<file path="src/hw/rtl/adda_pkg.sv">
// Shared types and constants for the averaged deviation duty accumulator.
package adda_pkg;

    // Field widths
    localparam int SAMPLE_W     = 12;
    localparam int SUM_W        = 20;
    localparam int MID_W        = 16;
    localparam int THR_W        = 16;
    localparam int GAIN_W       = 10;
    localparam int DECAY_W      = 13;
    localparam int DUTY_OUT_W   = 13;
    localparam int AVG_W        = 16;
    localparam int AVG_FRAC     = 4;
    localparam int GAIN_SHIFT   = 12;
    localparam int GPROD_W      = AVG_W + GAIN_W;
    localparam int ADD_W        = GPROD_W - GAIN_SHIFT;

    // Reciprocal used for the divide by the block length
    localparam int RECIP_SHIFT  = SUM_W + AVG_FRAC;
    localparam int RECIP_W      = RECIP_SHIFT + 1;
    localparam int EST_SHIFT    = RECIP_SHIFT - AVG_FRAC;

    // Stream and config port widths
    localparam int S_TDATA_W    = 16;
    localparam int M_TDATA_W    = 16;
    localparam int CFG_IDX_W    = 2;
    localparam int CFG_DATA_W   = 16;

    // Result queue
    localparam int FIFO_DEPTH   = 8;
    localparam int FIFO_PTR_W   = $clog2(FIFO_DEPTH);
    localparam int FIFO_CNT_W   = $clog2(FIFO_DEPTH + 1);

    // Register indexes
    localparam logic [CFG_IDX_W-1:0] REG_MIDPOINT  = 2'd0;
    localparam logic [CFG_IDX_W-1:0] REG_THRESHOLD = 2'd1;
    localparam logic [CFG_IDX_W-1:0] REG_GAIN      = 2'd2;
    localparam logic [CFG_IDX_W-1:0] REG_DECAY     = 2'd3;

    // Register reset values
    localparam logic [MID_W-1:0]   MIDPOINT_RST  = 16'd29782;
    localparam logic [THR_W-1:0]   THRESHOLD_RST = 16'd993;
    localparam logic [GAIN_W-1:0]  GAIN_RST      = 10'd282;
    localparam logic [DECAY_W-1:0] DECAY_RST     = 13'd41;

    typedef struct packed {
        logic [MID_W-1:0]   midpoint_level;
        logic [THR_W-1:0]   movement_threshold;
        logic [GAIN_W-1:0]  sensitivity_gain;
        logic [DECAY_W-1:0] decay_step;
    } adda_cfg_t;

    typedef struct packed {
        logic             valid;
        logic [SUM_W-1:0] sum;
    } adda_block_t;

    typedef struct packed {
        logic                  movement_seen;
        logic [DUTY_OUT_W-1:0] duty_value;
    } adda_result_t;

endpackage

</file>
<file path="src/hw/rtl/averaged_deviation_duty_accumulator.sv">
// Top level: block-averaged deviation detector driving a decaying duty level.
//
//  channel   dir  beat fields (low bit first)          handshake
//  s_*       in   tdata: adc_sample[11:0]               tvalid/tready
//  m_*       out  tdata: duty_value[12:0], moved[13]    tvalid/tready
//  cfg_*     in   index 0..3, wdata[15:0]               cfg_we, no wait
//
//  One sample is taken every cycle while s_tready is high.
//  A finished block passes the handoff register and the divide, deviation
//  and gain stages; its duty result then waits in the queue for the sink.
//  s_tready is a compare on a registered count: it drops only when the 8-entry result
//  queue plus the results already in the pipeline reach its depth.
//  Reset clears counters, duty level and valids; config returns to defaults.
module averaged_deviation_duty_accumulator #(
    parameter int SAMPLES_PER_BLOCK = 50,
    parameter int DUTY_BITS         = 13
) (
    input  logic                              clk,
    input  logic                              rst_n,
    // Sample stream
    input  logic                              s_tvalid,
    output logic                              s_tready,
    input  logic [adda_pkg::S_TDATA_W-1:0]    s_tdata,   // [11:0] adc_sample
    // Result stream
    output logic                              m_tvalid,
    input  logic                              m_tready,
    output logic [adda_pkg::M_TDATA_W-1:0]    m_tdata,   // [12:0] duty_value, [13] movement_seen
    // Config writes
    input  logic                              cfg_we,
    input  logic [adda_pkg::CFG_IDX_W-1:0]    cfg_index,
    input  logic [adda_pkg::CFG_DATA_W-1:0]   cfg_wdata
);
    import adda_pkg::*;

    adda_cfg_t               cfg_reg;
    logic                    s_accept;
    logic                    m_accept;
    logic                    block_last;
    adda_block_t             blk;
    logic                    res_valid;
    adda_result_t            res;
    adda_result_t            out_res;
    logic                    out_valid;
    logic [FIFO_CNT_W-1:0]   reserve_reg;
    logic                    reserve_inc;

    assign s_accept    = s_tvalid && s_tready;
    assign m_accept    = m_tvalid && m_tready;
    assign reserve_inc = s_accept && block_last;

    // Configuration registers
    always_ff @(posedge clk or negedge rst_n)
    begin
        if (!rst_n)
        begin
            cfg_reg.midpoint_level     <= MIDPOINT_RST;
            cfg_reg.movement_threshold <= THRESHOLD_RST;
            cfg_reg.sensitivity_gain   <= GAIN_RST;
            cfg_reg.decay_step         <= DECAY_RST;
        end
        else if (cfg_we)
        begin
            unique case (cfg_index)
                REG_MIDPOINT:  cfg_reg.midpoint_level     <= cfg_wdata[MID_W-1:0];
                REG_THRESHOLD: cfg_reg.movement_threshold <= cfg_wdata[THR_W-1:0];
                REG_GAIN:      cfg_reg.sensitivity_gain   <= cfg_wdata[GAIN_W-1:0];
                REG_DECAY:     cfg_reg.decay_step         <= cfg_wdata[DECAY_W-1:0];
                default: ;
            endcase
        end
    end

    // Queue slots reserved by blocks in flight or waiting in the queue
    always_ff @(posedge clk or negedge rst_n)
    begin
        if (!rst_n)
            reserve_reg <= '0;
        else if (reserve_inc && !m_accept)
            reserve_reg <= reserve_reg + FIFO_CNT_W'(1);
        else if (m_accept && !reserve_inc)
            reserve_reg <= reserve_reg - FIFO_CNT_W'(1);
    end

    assign s_tready = (reserve_reg < FIFO_CNT_W'(FIFO_DEPTH));

    adda_block_accum #(
        .SAMPLES_PER_BLOCK (SAMPLES_PER_BLOCK)
    ) u_accum (
        .clk          (clk),
        .rst_n        (rst_n),
        .sample_valid (s_accept),
        .sample       (s_tdata[SAMPLE_W-1:0]),
        .block_last   (block_last),
        .blk          (blk)
    );

    adda_datapath #(
        .SAMPLES_PER_BLOCK (SAMPLES_PER_BLOCK),
        .DUTY_BITS         (DUTY_BITS)
    ) u_datapath (
        .clk       (clk),
        .rst_n     (rst_n),
        .cfg       (cfg_reg),
        .blk       (blk),
        .res_valid (res_valid),
        .res       (res)
    );

    adda_result_fifo u_fifo (
        .clk      (clk),
        .rst_n    (rst_n),
        .wr_en    (res_valid),
        .wr_data  (res),
        .rd_en    (m_accept),
        .rd_valid (out_valid),
        .rd_data  (out_res)
    );

    assign m_tvalid = out_valid;
    assign m_tdata  = M_TDATA_W'(out_res);

`ifndef SYNTHESIS
    a_reserve_bound: assert property (@(posedge clk) disable iff (!rst_n)
        reserve_reg <= FIFO_CNT_W'(FIFO_DEPTH))
        else $error("reserved result slots exceed queue depth");
    a_out_reserved: assert property (@(posedge clk) disable iff (!rst_n)
        m_tvalid |-> (reserve_reg != '0))
        else $error("result offered without a reserved slot");
`endif

endmodule

</file>
<file path="src/hw/rtl/adda_block_accum.sv">
// Running sample sum and block counter; hands off each finished block sum.
module adda_block_accum #(
    parameter int SAMPLES_PER_BLOCK = 50
) (
    input  logic                           clk,
    input  logic                           rst_n,
    input  logic                           sample_valid,
    input  logic [adda_pkg::SAMPLE_W-1:0]  sample,
    output logic                           block_last,
    output adda_pkg::adda_block_t          blk
);
    import adda_pkg::*;

    localparam int CNT_W = $clog2(SAMPLES_PER_BLOCK + 1);
    localparam logic [CNT_W-1:0] LAST_CNT = CNT_W'(SAMPLES_PER_BLOCK - 1);

    logic [SUM_W-1:0] sum_reg;
    logic [SUM_W-1:0] sum_next;
    logic [CNT_W-1:0] count_reg;
    logic             blk_valid_reg;
    logic [SUM_W-1:0] blk_sum_reg;

    assign block_last = (count_reg == LAST_CNT);
    assign sum_next   = sum_reg + SUM_W'(sample);

    // Sum and count
    always_ff @(posedge clk or negedge rst_n)
    begin
        if (!rst_n)
        begin
            sum_reg   <= '0;
            count_reg <= '0;
        end
        else if (sample_valid)
        begin
            if (block_last)
            begin
                sum_reg   <= '0;
                count_reg <= '0;
            end
            else
            begin
                sum_reg   <= sum_next;
                count_reg <= count_reg + CNT_W'(1);
            end
        end
    end

    // Block handoff valid
    always_ff @(posedge clk or negedge rst_n)
    begin
        if (!rst_n)
            blk_valid_reg <= 1'b0;
        else
            blk_valid_reg <= sample_valid && block_last;
    end

    // Block sum payload
    always_ff @(posedge clk)
    begin
        if (sample_valid && block_last)
            blk_sum_reg <= sum_next;
    end

    assign blk.valid = blk_valid_reg;
    assign blk.sum   = blk_sum_reg;

`ifndef SYNTHESIS
    a_count_range: assert property (@(posedge clk) disable iff (!rst_n)
        count_reg <= LAST_CNT)
        else $error("sample count ran past the block length");
`endif

endmodule

</file>
<file path="src/hw/rtl/adda_datapath.sv">
// Block average, deviation, gain and duty update pipeline.
module adda_datapath #(
    parameter int SAMPLES_PER_BLOCK = 50,
    parameter int DUTY_BITS         = 13
) (
    input  logic                   clk,
    input  logic                   rst_n,
    input  adda_pkg::adda_cfg_t    cfg,
    input  adda_pkg::adda_block_t  blk,
    output logic                   res_valid,
    output adda_pkg::adda_result_t res
);
    import adda_pkg::*;

    localparam int N_W      = $clog2(SAMPLES_PER_BLOCK + 1);
    localparam int PROD1_W  = SUM_W + RECIP_W;
    localparam int PROD2_W  = AVG_W + N_W;
    localparam int SCALED_W = SUM_W + AVG_FRAC;
    localparam int REM_W    = SCALED_W + 1;
    localparam int DSUM_W   = ((DUTY_BITS > ADD_W) ? DUTY_BITS : ADD_W) + 1;
    localparam int CMP_W    = (DUTY_BITS > DECAY_W) ? DUTY_BITS : DECAY_W;

    localparam logic [RECIP_W-1:0]   RECIP    =
        RECIP_W'((64'd1 << RECIP_SHIFT) / SAMPLES_PER_BLOCK);
    localparam logic [N_W-1:0]       BLK_N    = N_W'(SAMPLES_PER_BLOCK);
    localparam logic [REM_W-1:0]     BLK_N_R  = REM_W'(SAMPLES_PER_BLOCK);
    localparam logic [DUTY_BITS-1:0] DUTY_MAX = '1;

    // Stage: quotient estimate
    logic [PROD1_W-1:0]   prod1;
    logic                 est_valid_reg;
    logic [AVG_W-1:0]     est_q_reg;
    logic [SUM_W-1:0]     est_sum_reg;
    // Stage: corrected average
    logic [PROD2_W-1:0]   prod2;
    logic [SCALED_W-1:0]  scaled;
    logic [REM_W-1:0]     rem;
    logic [AVG_W-1:0]     avg_next;
    logic                 avg_valid_reg;
    logic [AVG_W-1:0]     avg_reg;
    // Stage: deviation
    logic [AVG_W-1:0]     dev_next;
    logic                 dev_valid_reg;
    logic [AVG_W-1:0]     dev_reg;
    logic                 dev_moved_reg;
    // Stage: duty increment
    logic [GPROD_W-1:0]   prod3;
    logic [ADD_W-1:0]     inc_next;
    logic                 inc_valid_reg;
    logic [ADD_W-1:0]     inc_reg;
    logic                 inc_moved_reg;
    // Duty update
    logic [DSUM_W-1:0]    dsum;
    logic [DUTY_BITS-1:0] duty_sat;
    logic [CMP_W-1:0]     duty_ext;
    logic [CMP_W-1:0]     decay_ext;
    logic [DUTY_BITS-1:0] duty_level_reg;
    logic [DUTY_BITS-1:0] duty_level_next;

    // sum*16/N estimate: at most one below the true quotient
    assign prod1 = PROD1_W'(blk.sum) * PROD1_W'(RECIP);

    // Correct the estimate with one compare
    assign prod2    = PROD2_W'(est_q_reg) * PROD2_W'(BLK_N);
    assign scaled   = {est_sum_reg, {AVG_FRAC{1'b0}}};
    assign rem      = REM_W'(scaled) - REM_W'(prod2);
    assign avg_next = est_q_reg + AVG_W'(rem >= BLK_N_R);

    // Absolute deviation from midpoint
    assign dev_next = (avg_reg >= cfg.midpoint_level) ? (avg_reg - cfg.midpoint_level)
                                                      : (cfg.midpoint_level - avg_reg);

    // Gain scaling
    assign prod3    = GPROD_W'(dev_reg) * GPROD_W'(cfg.sensitivity_gain);
    assign inc_next = dev_moved_reg ? prod3[GPROD_W-1:GAIN_SHIFT] : '0;

    // Saturating add, then decay with clamp
    assign dsum      = DSUM_W'(duty_level_reg) + DSUM_W'(inc_reg);
    assign duty_sat  = (dsum > DSUM_W'(DUTY_MAX)) ? DUTY_MAX : DUTY_BITS'(dsum);
    assign duty_ext  = CMP_W'(duty_sat);
    assign decay_ext = CMP_W'(cfg.decay_step);
    assign duty_level_next = (duty_ext > decay_ext) ? DUTY_BITS'(duty_ext - decay_ext) : '0;

    // Stage valids and duty state
    always_ff @(posedge clk or negedge rst_n)
    begin
        if (!rst_n)
        begin
            est_valid_reg  <= 1'b0;
            avg_valid_reg  <= 1'b0;
            dev_valid_reg  <= 1'b0;
            inc_valid_reg  <= 1'b0;
            duty_level_reg <= '0;
        end
        else
        begin
            est_valid_reg <= blk.valid;
            avg_valid_reg <= est_valid_reg;
            dev_valid_reg <= avg_valid_reg;
            inc_valid_reg <= dev_valid_reg;
            if (inc_valid_reg)
                duty_level_reg <= duty_level_next;
        end
    end

    // Stage payloads
    always_ff @(posedge clk)
    begin
        est_q_reg     <= prod1[EST_SHIFT+AVG_W-1:EST_SHIFT];
        est_sum_reg   <= blk.sum;
        avg_reg       <= avg_next;
        dev_reg       <= dev_next;
        dev_moved_reg <= (dev_next > cfg.movement_threshold);
        inc_reg       <= inc_next;
        inc_moved_reg <= dev_moved_reg;
    end

    assign res_valid         = inc_valid_reg;
    assign res.duty_value    = duty_ext[DUTY_OUT_W-1:0];
    assign res.movement_seen = inc_moved_reg;

endmodule

</file>
<file path="src/hw/rtl/adda_result_fifo.sv">
// Small result queue that holds finished results until the sink takes them.
module adda_result_fifo (
    input  logic                   clk,
    input  logic                   rst_n,
    input  logic                   wr_en,
    input  adda_pkg::adda_result_t wr_data,
    input  logic                   rd_en,
    output logic                   rd_valid,
    output adda_pkg::adda_result_t rd_data
);
    import adda_pkg::*;

    adda_result_t            mem_reg [FIFO_DEPTH];
    logic [FIFO_PTR_W-1:0]   wr_ptr_reg;
    logic [FIFO_PTR_W-1:0]   rd_ptr_reg;
    logic [FIFO_CNT_W-1:0]   count_reg;
    logic [FIFO_CNT_W-1:0]   count_next;

    always_comb
    begin
        count_next = count_reg;
        if (wr_en && !rd_en)
            count_next = count_reg + FIFO_CNT_W'(1);
        else if (rd_en && !wr_en)
            count_next = count_reg - FIFO_CNT_W'(1);
    end

    // Pointers and fill count
    always_ff @(posedge clk or negedge rst_n)
    begin
        if (!rst_n)
        begin
            wr_ptr_reg <= '0;
            rd_ptr_reg <= '0;
            count_reg  <= '0;
        end
        else
        begin
            if (wr_en)
                wr_ptr_reg <= wr_ptr_reg + FIFO_PTR_W'(1);
            if (rd_en)
                rd_ptr_reg <= rd_ptr_reg + FIFO_PTR_W'(1);
            count_reg <= count_next;
        end
    end

    // Storage
    always_ff @(posedge clk)
    begin
        if (wr_en)
            mem_reg[wr_ptr_reg] <= wr_data;
    end

    assign rd_valid = (count_reg != '0);
    assign rd_data  = mem_reg[rd_ptr_reg];

`ifndef SYNTHESIS
    a_no_overflow: assert property (@(posedge clk) disable iff (!rst_n)
        wr_en |-> (count_reg != FIFO_CNT_W'(FIFO_DEPTH)) || rd_en)
        else $error("result queue written while full");
    a_count_track: assert property (@(posedge clk) disable iff (!rst_n)
        (wr_en && !rd_en) |=> (count_reg == $past(count_reg) + FIFO_CNT_W'(1)))
        else $error("result queue count did not follow a write");
`endif

endmodule
</file>
<file path="config.mk">
export PLATFORM = sky130hd
export DESIGN_NAME = averaged_deviation_duty_accumulator
export DESIGN_NICKNAME = d
export VERILOG_FILES = /design/src/hw/rtl/adda_pkg.sv /design/src/hw/rtl/averaged_deviation_duty_accumulator.sv /design/src/hw/rtl/adda_block_accum.sv /design/src/hw/rtl/adda_datapath.sv /design/src/hw/rtl/adda_result_fifo.sv
export SDC_FILE = /design/constraint.sdc
export NUM_CORES = 1
export LEC_CHECK = 0
export BUFFER_PORTS_ARGS = -buffer_cell sky130_fd_sc_hd__buf_2
export CAP_MARGIN = 20
export CORE_ASPECT_RATIO = 0.7
export CORE_MARGIN = 5
export CORE_UTILIZATION = 65
export DETAILED_ROUTE_END_ITERATION = 12
export MAX_ROUTING_LAYER = met4
export PLACE_DENSITY = 0.84
export SYNTH_ARGS = -nofsm -noshare
export SYNTH_HDL_FRONTEND = slang
export SYNTH_SLANG_ARGS = --single-unit
</file>
<file path="constraint.sdc">
create_clock -name clk -period 8.5 [get_ports clk]
set_clock_uncertainty 0.05 [all_clocks]
set_input_delay 1.275 -clock clk [delete_from_list [all_inputs] [get_ports clk]]
set_output_delay 1.275 -clock clk [all_outputs]
set_load 0.005 [all_outputs]
</file>
* After elaboration in Yosys (flattened, before gate mapping)
Memories as Yosys holds them, arrays and structs flattened.
Index checks and enable logic that the tools add are counted.
** Storage, ports and cells
- Memories kept :: 1
- Logic and storage cells :: 81
- Register bits :: 217
- Memory bits (writable) :: 112
** Memories
- u_fifo.mem_reg :: words 8, bits a word 14, rd ports 1, clocked after memory_dff 0, write ports 1, line adda_result_fifo.sv:13 : adda_result_t mem_reg [FIFO_DEPTH];
** Operators by class
- Eq/ne operators :: 4
- Multipliers :: 3
- Reductions and logical operators :: 18
- Mux-type cells :: 11
- $lt $le $gt $ge :: 6
- $add $sub $neg :: 14
** Operator list (count)
- multiplier 20 x 16 -> 33 bit, second input constant :: 1
- subtractor 16 bit :: 2
- multiplier 16 x 10 -> 26 bit :: 1
- two-way mux 13 bit :: 2
- greater-or-equal comparator 25 x 6 -> 1 bit, second input constant :: 1
- subtractor 24 x 22 -> 25 bit :: 1
- multiplier 16 x 5 -> 21 bit, second input constant :: 1
- adder 20 x 12 -> 20 bit :: 1
- two-way mux 20 bit :: 1
- adder 16 x 1 -> 16 bit :: 1
- greater-or-equal comparator 16 bit :: 1
- > comparator 16 bit :: 1
- two-way mux 16 bit :: 1
- two-way mux 4 bit :: 4
- adder 13 x 14 -> 15 bit :: 1
- > comparator 15 x 13 -> 1 bit, second input constant :: 1
- > comparator 13 bit :: 1
- subtractor 13 bit :: 1
- adder 4 x 1 -> 4 bit, second input constant :: 2
- AND reduction 2 bit :: 4
- subtractor 4 x 1 -> 4 bit, second input constant :: 2
- logical AND 1 bit :: 7
- adder 3 x 1 -> 3 bit, second input constant :: 2
- adder 6 x 1 -> 6 bit, second input constant :: 1
- other kinds (10) :: 15

* Longest topological paths before layout
- Word-level depth :: 7
- Mapped depth :: 30
- Depth with buffers taken out :: 30

* Modules after synthesis
A second synthesis with hierarchy kept.
** Unflattened totals
- Cell total of the unflattened synthesis :: 2633
- Area, all modules :: 28373.5 sq um
** By module, submodules not included
- adda_datapath :: times used 1, seq. area each 2107.0 sq um, area an instance 18666.7 sq um, cells an instance 2033
- adda_result_fifo :: times used 1, seq. area each 3613.5 sq um, area an instance 4809.6 sq um, cells an instance 221
- adda_block_accum :: times used 1, seq. area each 1276.2 sq um, area an instance 2466.1 sq um, cells an instance 225
- averaged_deviation_duty_accumulator :: times used 1, seq. area each 1502.7 sq um, area an instance 2431.1 sq um, cells an instance 154

* Worst setup path after synthesis
No wires, ideal clock.
- Path kind :: reg-to-reg
- Start point :: register u_datapath.est_q_reg[1]
- End point :: register u_datapath.avg_reg[14]
- Clock period less this slack :: 6.085 ns
- Setup slack :: 2.415 ns
- Required time :: 8.330 ns
- Setup time :: 0.120 ns
- Cell stages (with the launch flop) :: 29
- Data arrival time :: 5.914 ns
- Cells stage by stage :: dfxtp_1 > inv_1 > ha_1 > ha_1 > ha_1 > ha_1 > a21o_1 > a21oi_1 > o21ai_0 > a21oi_1 > o21ai_0 > a21oi_1 > a21oi_1 > xnor2_1 > ha_1 > inv_2 > a22o_1 > or4b_1 > nor4_1 > o2111ai_1 > nor4_2 > nand4_1 > nand4b_1 > or4_1 > ha_1 > ha_1 > nand3_1 > nor3_1 > xnor2_1
** Between the ends
- Longest elaborated chain between the ends :: 4
** RTL lines
- start, declared :: line adda_datapath.sv:32 : logic [AVG_W-1:0] est_q_reg;
- start signal, assigned :: line adda_datapath.sv:109 : est_q_reg <= prod1[EST_SHIFT+AVG_W-1:EST_SHIFT];
- multiplier 16 x 5 -> 21 bit :: line adda_datapath.sv:64 : assign prod2 = PROD2_W'(est_q_reg) * PROD2_W'(BLK_N);
- subtractor 24 x 22 -> 25 bit :: line adda_datapath.sv:66 : assign rem = REM_W'(scaled) - REM_W'(prod2);
- greater-or-equal comparator 25 x 6 -> 1 bit :: line adda_datapath.sv:67 : assign avg_next = est_q_reg + AVG_W'(rem >= BLK_N_R);
- adder 16 x 1 -> 16 bit (*) :: line adda_datapath.sv:67
- via u_datapath.avg_next[14] :: line adda_datapath.sv:38 : logic [AVG_W-1:0] avg_next;
- end signal, assigned :: line adda_datapath.sv:111 : avg_reg <= avg_next;
- end, declared :: line adda_datapath.sv:40 : logic [AVG_W-1:0] avg_reg;
The timed path passes the listed nets; every way through them passes the cells marked *.
A chain may end at the register's enable or synchronous reset.

* Final worst setup path
Same ends and word-level chain as after synthesis.

==> results.json <==
{
  "maxSlewHeadroom_pct": 33.8,
  "vias": 18800,
  "port_buffers": 50,
  "crit_arrival_ns": 7.60,
  "drt_iter0_drc": 1488,
  "hold_buffers": 0,
  "num-fill-cells": 2879,
  "min_period_over_period_pct": 85.1,
  "largest_register_ffs": 112,
  "dp_hpwl_mm": 48.7,
  "swShare_pct": 44.1,
  "globalplace.congestion": 0.952,
  "critPathLaunch": "u_datapath.est_q_reg[1]",
  "finalSetupViolCount": 0,
  "cts_buffer_depth": 3,
  "fp.dieH_um": 182,
  "synth_area_mm2": 0.0276,
  "multi_input_area_mm2": 0.0174,
  "synth_area_leaders": "fa_1 19%, ha_1 17%, edfxtp_1 14%",
  "clk_pin_slew_worst_paths_ns": 0.06,
  "avgRoutedWirePerCell_um": 20.1,
  "gr-max-usage-layer": "met2",
  "critPathMostFrequentCell": "ha_1",
  "cp_max_fo": 8,
  "area_delta_synth_final_pct": 7.14,
  "async_flop_share_pct": 34.3,
  "crit_required_ns": 8.87,
  "tightest_slew_ns": 0.992,
  "path_class": "register to register",
  "rsz0062_at_grt": "no",
  "period_minus_slack_ns": 7.23,
  "vdd_ir_drop_max_mv": 1.06,
  "use_met3_pct": 4.54,
  "pin_count": 57,
  "grt_usage_pct": 28.6,
  "drcViolationCount": 0,
  "global_route.usage.met2_pct": 44.8,
  "final_nets": 3248,
  "critPathLaunchType": "register",
  "status": "finished, final reports clean",
  "power.switching_mw": 4.96,
  "rows": 63,
  "p_per_area_mw_per_mm2": 381,
  "clock_latency_ns": 0.56,
  "grt_pass1_wl_mm": 105,
  "finalMaxSlewViolations": 0,
  "timing.rr.start": "u_datapath.est_q_reg[1]",
  "cts_made_buffers": 35,
  "post_cts.repair.setup_buffers": 0,
  "yosysTopAreaCell": "fa_1",
  "holdCritStartpoint": "u_datapath.avg_valid_reg",
  "crit_slowest_cell": "dfxtp_1",
  "die_x_um": 256,
  "pwr-share-comb_pct": 68.0,
  "clkPwrFrac_pct": 13.6,
  "max_cap_viol_count": 0,
  "power.total_mw": 11.3,
  "tns_ns": 0,
  "ys_seq_area_share_pct": 30.8,
  "end_kind": "register",
  "wirelength_mm": 63.4,
  "critPathMaxStageDelay_ns": 0.54,
  "cts_resized": 0,
  "finalHoldViolCount": 0,
  "clock.fmax_mhz": 138,
  "first_pass_iters": 5,
  "start_util_pct": 65.4,
  "p_seq_share_pct": 18.4,
  "clock_sink_count": 329,
  "drive_above_1_share_pct": 9.51,
  "viasPerCell": 5.97,
  "avgSynthCellArea_um2": 10.9,
  "grt_max_degree": 64,
  "core_area_mm2": 0.0422,
  "ys_seq_elements": 329,
  "seq_area_mm2": 0.00850,
  "power_leakage_nw": 14.0,
  "gr-total-overflow": 0,
  "synth_edf_count": 132,
  "min_path_type": "register to register",
  "diodes": 0,
  "synth_ff_type": "edfxtp_1",
  "cts_tree": "done",
  "cts.htree.levels": 2,
  "grt_antenna_before_repair": 0,
  "synthDistinctLibCells": 73,
  "grt.met1_usage_pct": 40.1,
  "first_global_vias": 19900,
  "p_int_mw": 6.29,
  "root_buffer": "clkbuf_16",
  "final_core_util_pct": 70.1,
  "synth_top_area_share_pct": 18.7,
  "yosysWarningCount": 0,
  "ant_nets": 0,
  "die-area_mm2": 0.0467,
  "synthCells": 2533
}
==> worst paths after layout <==
| check | cells past startpoint | end | slack [ns] |
|---|---|---|---|
| worst min register to register | 0 | u_datapath.dev_valid_reg | 0.30 |
| worst min-delay path | 0 | u_datapath.dev_valid_reg | 0.30 |
| worst max register to register | 29 | u_datapath.avg_reg[14] | 1.27 |
| worst max-delay path | 29 | u_datapath.avg_reg[14] | 1.27 |
| max in group asynchronous | 2 | u_datapath.duty_level_reg[12] | 6.23 |
| min in group asynchronous | 1 | cfg_reg[50] | 0.78 |
==> cell usage after synthesis (4+ instances only) <==
library cell	count
nor4_1	6
nand3_1	33
inv_1	387
o221ai_1	5
and4_1	4
mux2_2	60
xor2_1	45
fa_1	257
a21o_1	49
a22o_1	13
or3_1	10
a211oi_1	12
o22ai_1	17
nand2b_1	24
nor2b_1	22
edfxtp_1	132
dfstp_2	21
dfrtp_1	92
a31oi_1	10
a22oi_1	4
nor2_1	64
dfxtp_1	84
nor3b_1	5
a221oi_1	7
mux2i_1	9
mux4_2	28
a21oi_1	97
o31ai_1	5
and2_1	83
clkbuf_1	59
o21a_1	14
nand2_1	196
o21ai_0	90
xnor2_1	91
nand4_1	17
nor3_1	25
and3_1	14
ha_1	383
o21bai_1	7
==> metrics by stage <==
step	worst slack, ns	cells	area [um^2]	hold WS, ns
global placement	1.56	3084	28400	0.283
global route	0.799	3148	29500	0.308
finish	1.27	3148	29500	0.299
floorplan	2.42	2534	27600	0.281
detailed placement	1.40	3084	28400	0.287
CTS	1.36	3148	29500	0.301
==> kinds of logic after synthesis <==
group / share of synthesized area, %
AOI/OAI and AO/OA: 8.24
and+or+nand+nor: 9.30
adders and majority gates: 36.0
muxes: 5.06
DFF: 30.8
buffers and inverters: 6.20
xor gates and xnor gates: 4.32
other: 0.0136
==> layout make-up <==
| type | count | area share (%) |
|---|---|---|
| Clock buffer | 45 | 3.23 |
| Clock inverter | 19 | 0.669 |
| Inverter | 388 | 4.93 |
| Multi-Input combinational cell | 1752 | 58.9 |
| Sequential cell | 329 | 28.8 |
| Tap cell | 552 | 2.34 |
| Timing Repair Buffer | 63 | 1.19 |
==> per-layer routing <==
metal / routed length (um) / part of all wire [%]
met5: 0 / 0
met4: 1410 / 2.2
met3: 4590 / 7.2
met2: 29300 / 46
met1: 28100 / 44
==> critical path, delay by kind of cell, from the launching register on <==
family | cells | cell delay, ns
flip-flops | 1 | 0.54
adder cells (fa/ha/maj) | 7 | 2.19
buffers and inverters | 1 | 0.12
AND/OR/NAND/NOR | 8 | 1.71
XOR/XNOR | 2 | 0.37
AO/OA/AOI/OAI | 11 | 2.15
==> layout by cell type, fill, tap and decap left out, types with 45 or more instances in the layout <==
cell type / synthesis / layout
fa_1: 257 / 257
a21oi_1: 97 / 97
nand2_1: 196 / 196
ha_1: 383 / 383
and2_1: 83 / 83
xnor2_1: 91 / 91
edfxtp_1: 132 / 132
o21ai_0: 90 / 90
inv_1: 387 / 387
a21o_1: 49 / 49
mux2_2: 60 / 60
nor2_1: 64 / 61
xor2_1: 45 / 45
buf_2: 1 / 49
dfxtp_1: 84 / 84
dfrtp_1: 92 / 91
==> power by group through the flow <==
stage / clock network (mW) / registers [mW] / logic (mW)
6_report: 1.53 / 2.07 / 7.65
4_1_cts: 1.56 / 2.07 / 7.72
2_1_floorplan: 0 / 1.92 / 6.20
3_3_place_gp: 0 / 2.09 / 7.24
3_5_place_dp: 0 / 2.10 / 7.60
5_1_grt: 1.63 / 2.09 / 8.83
Note: power is estimated with default switching activity, not from simulation.
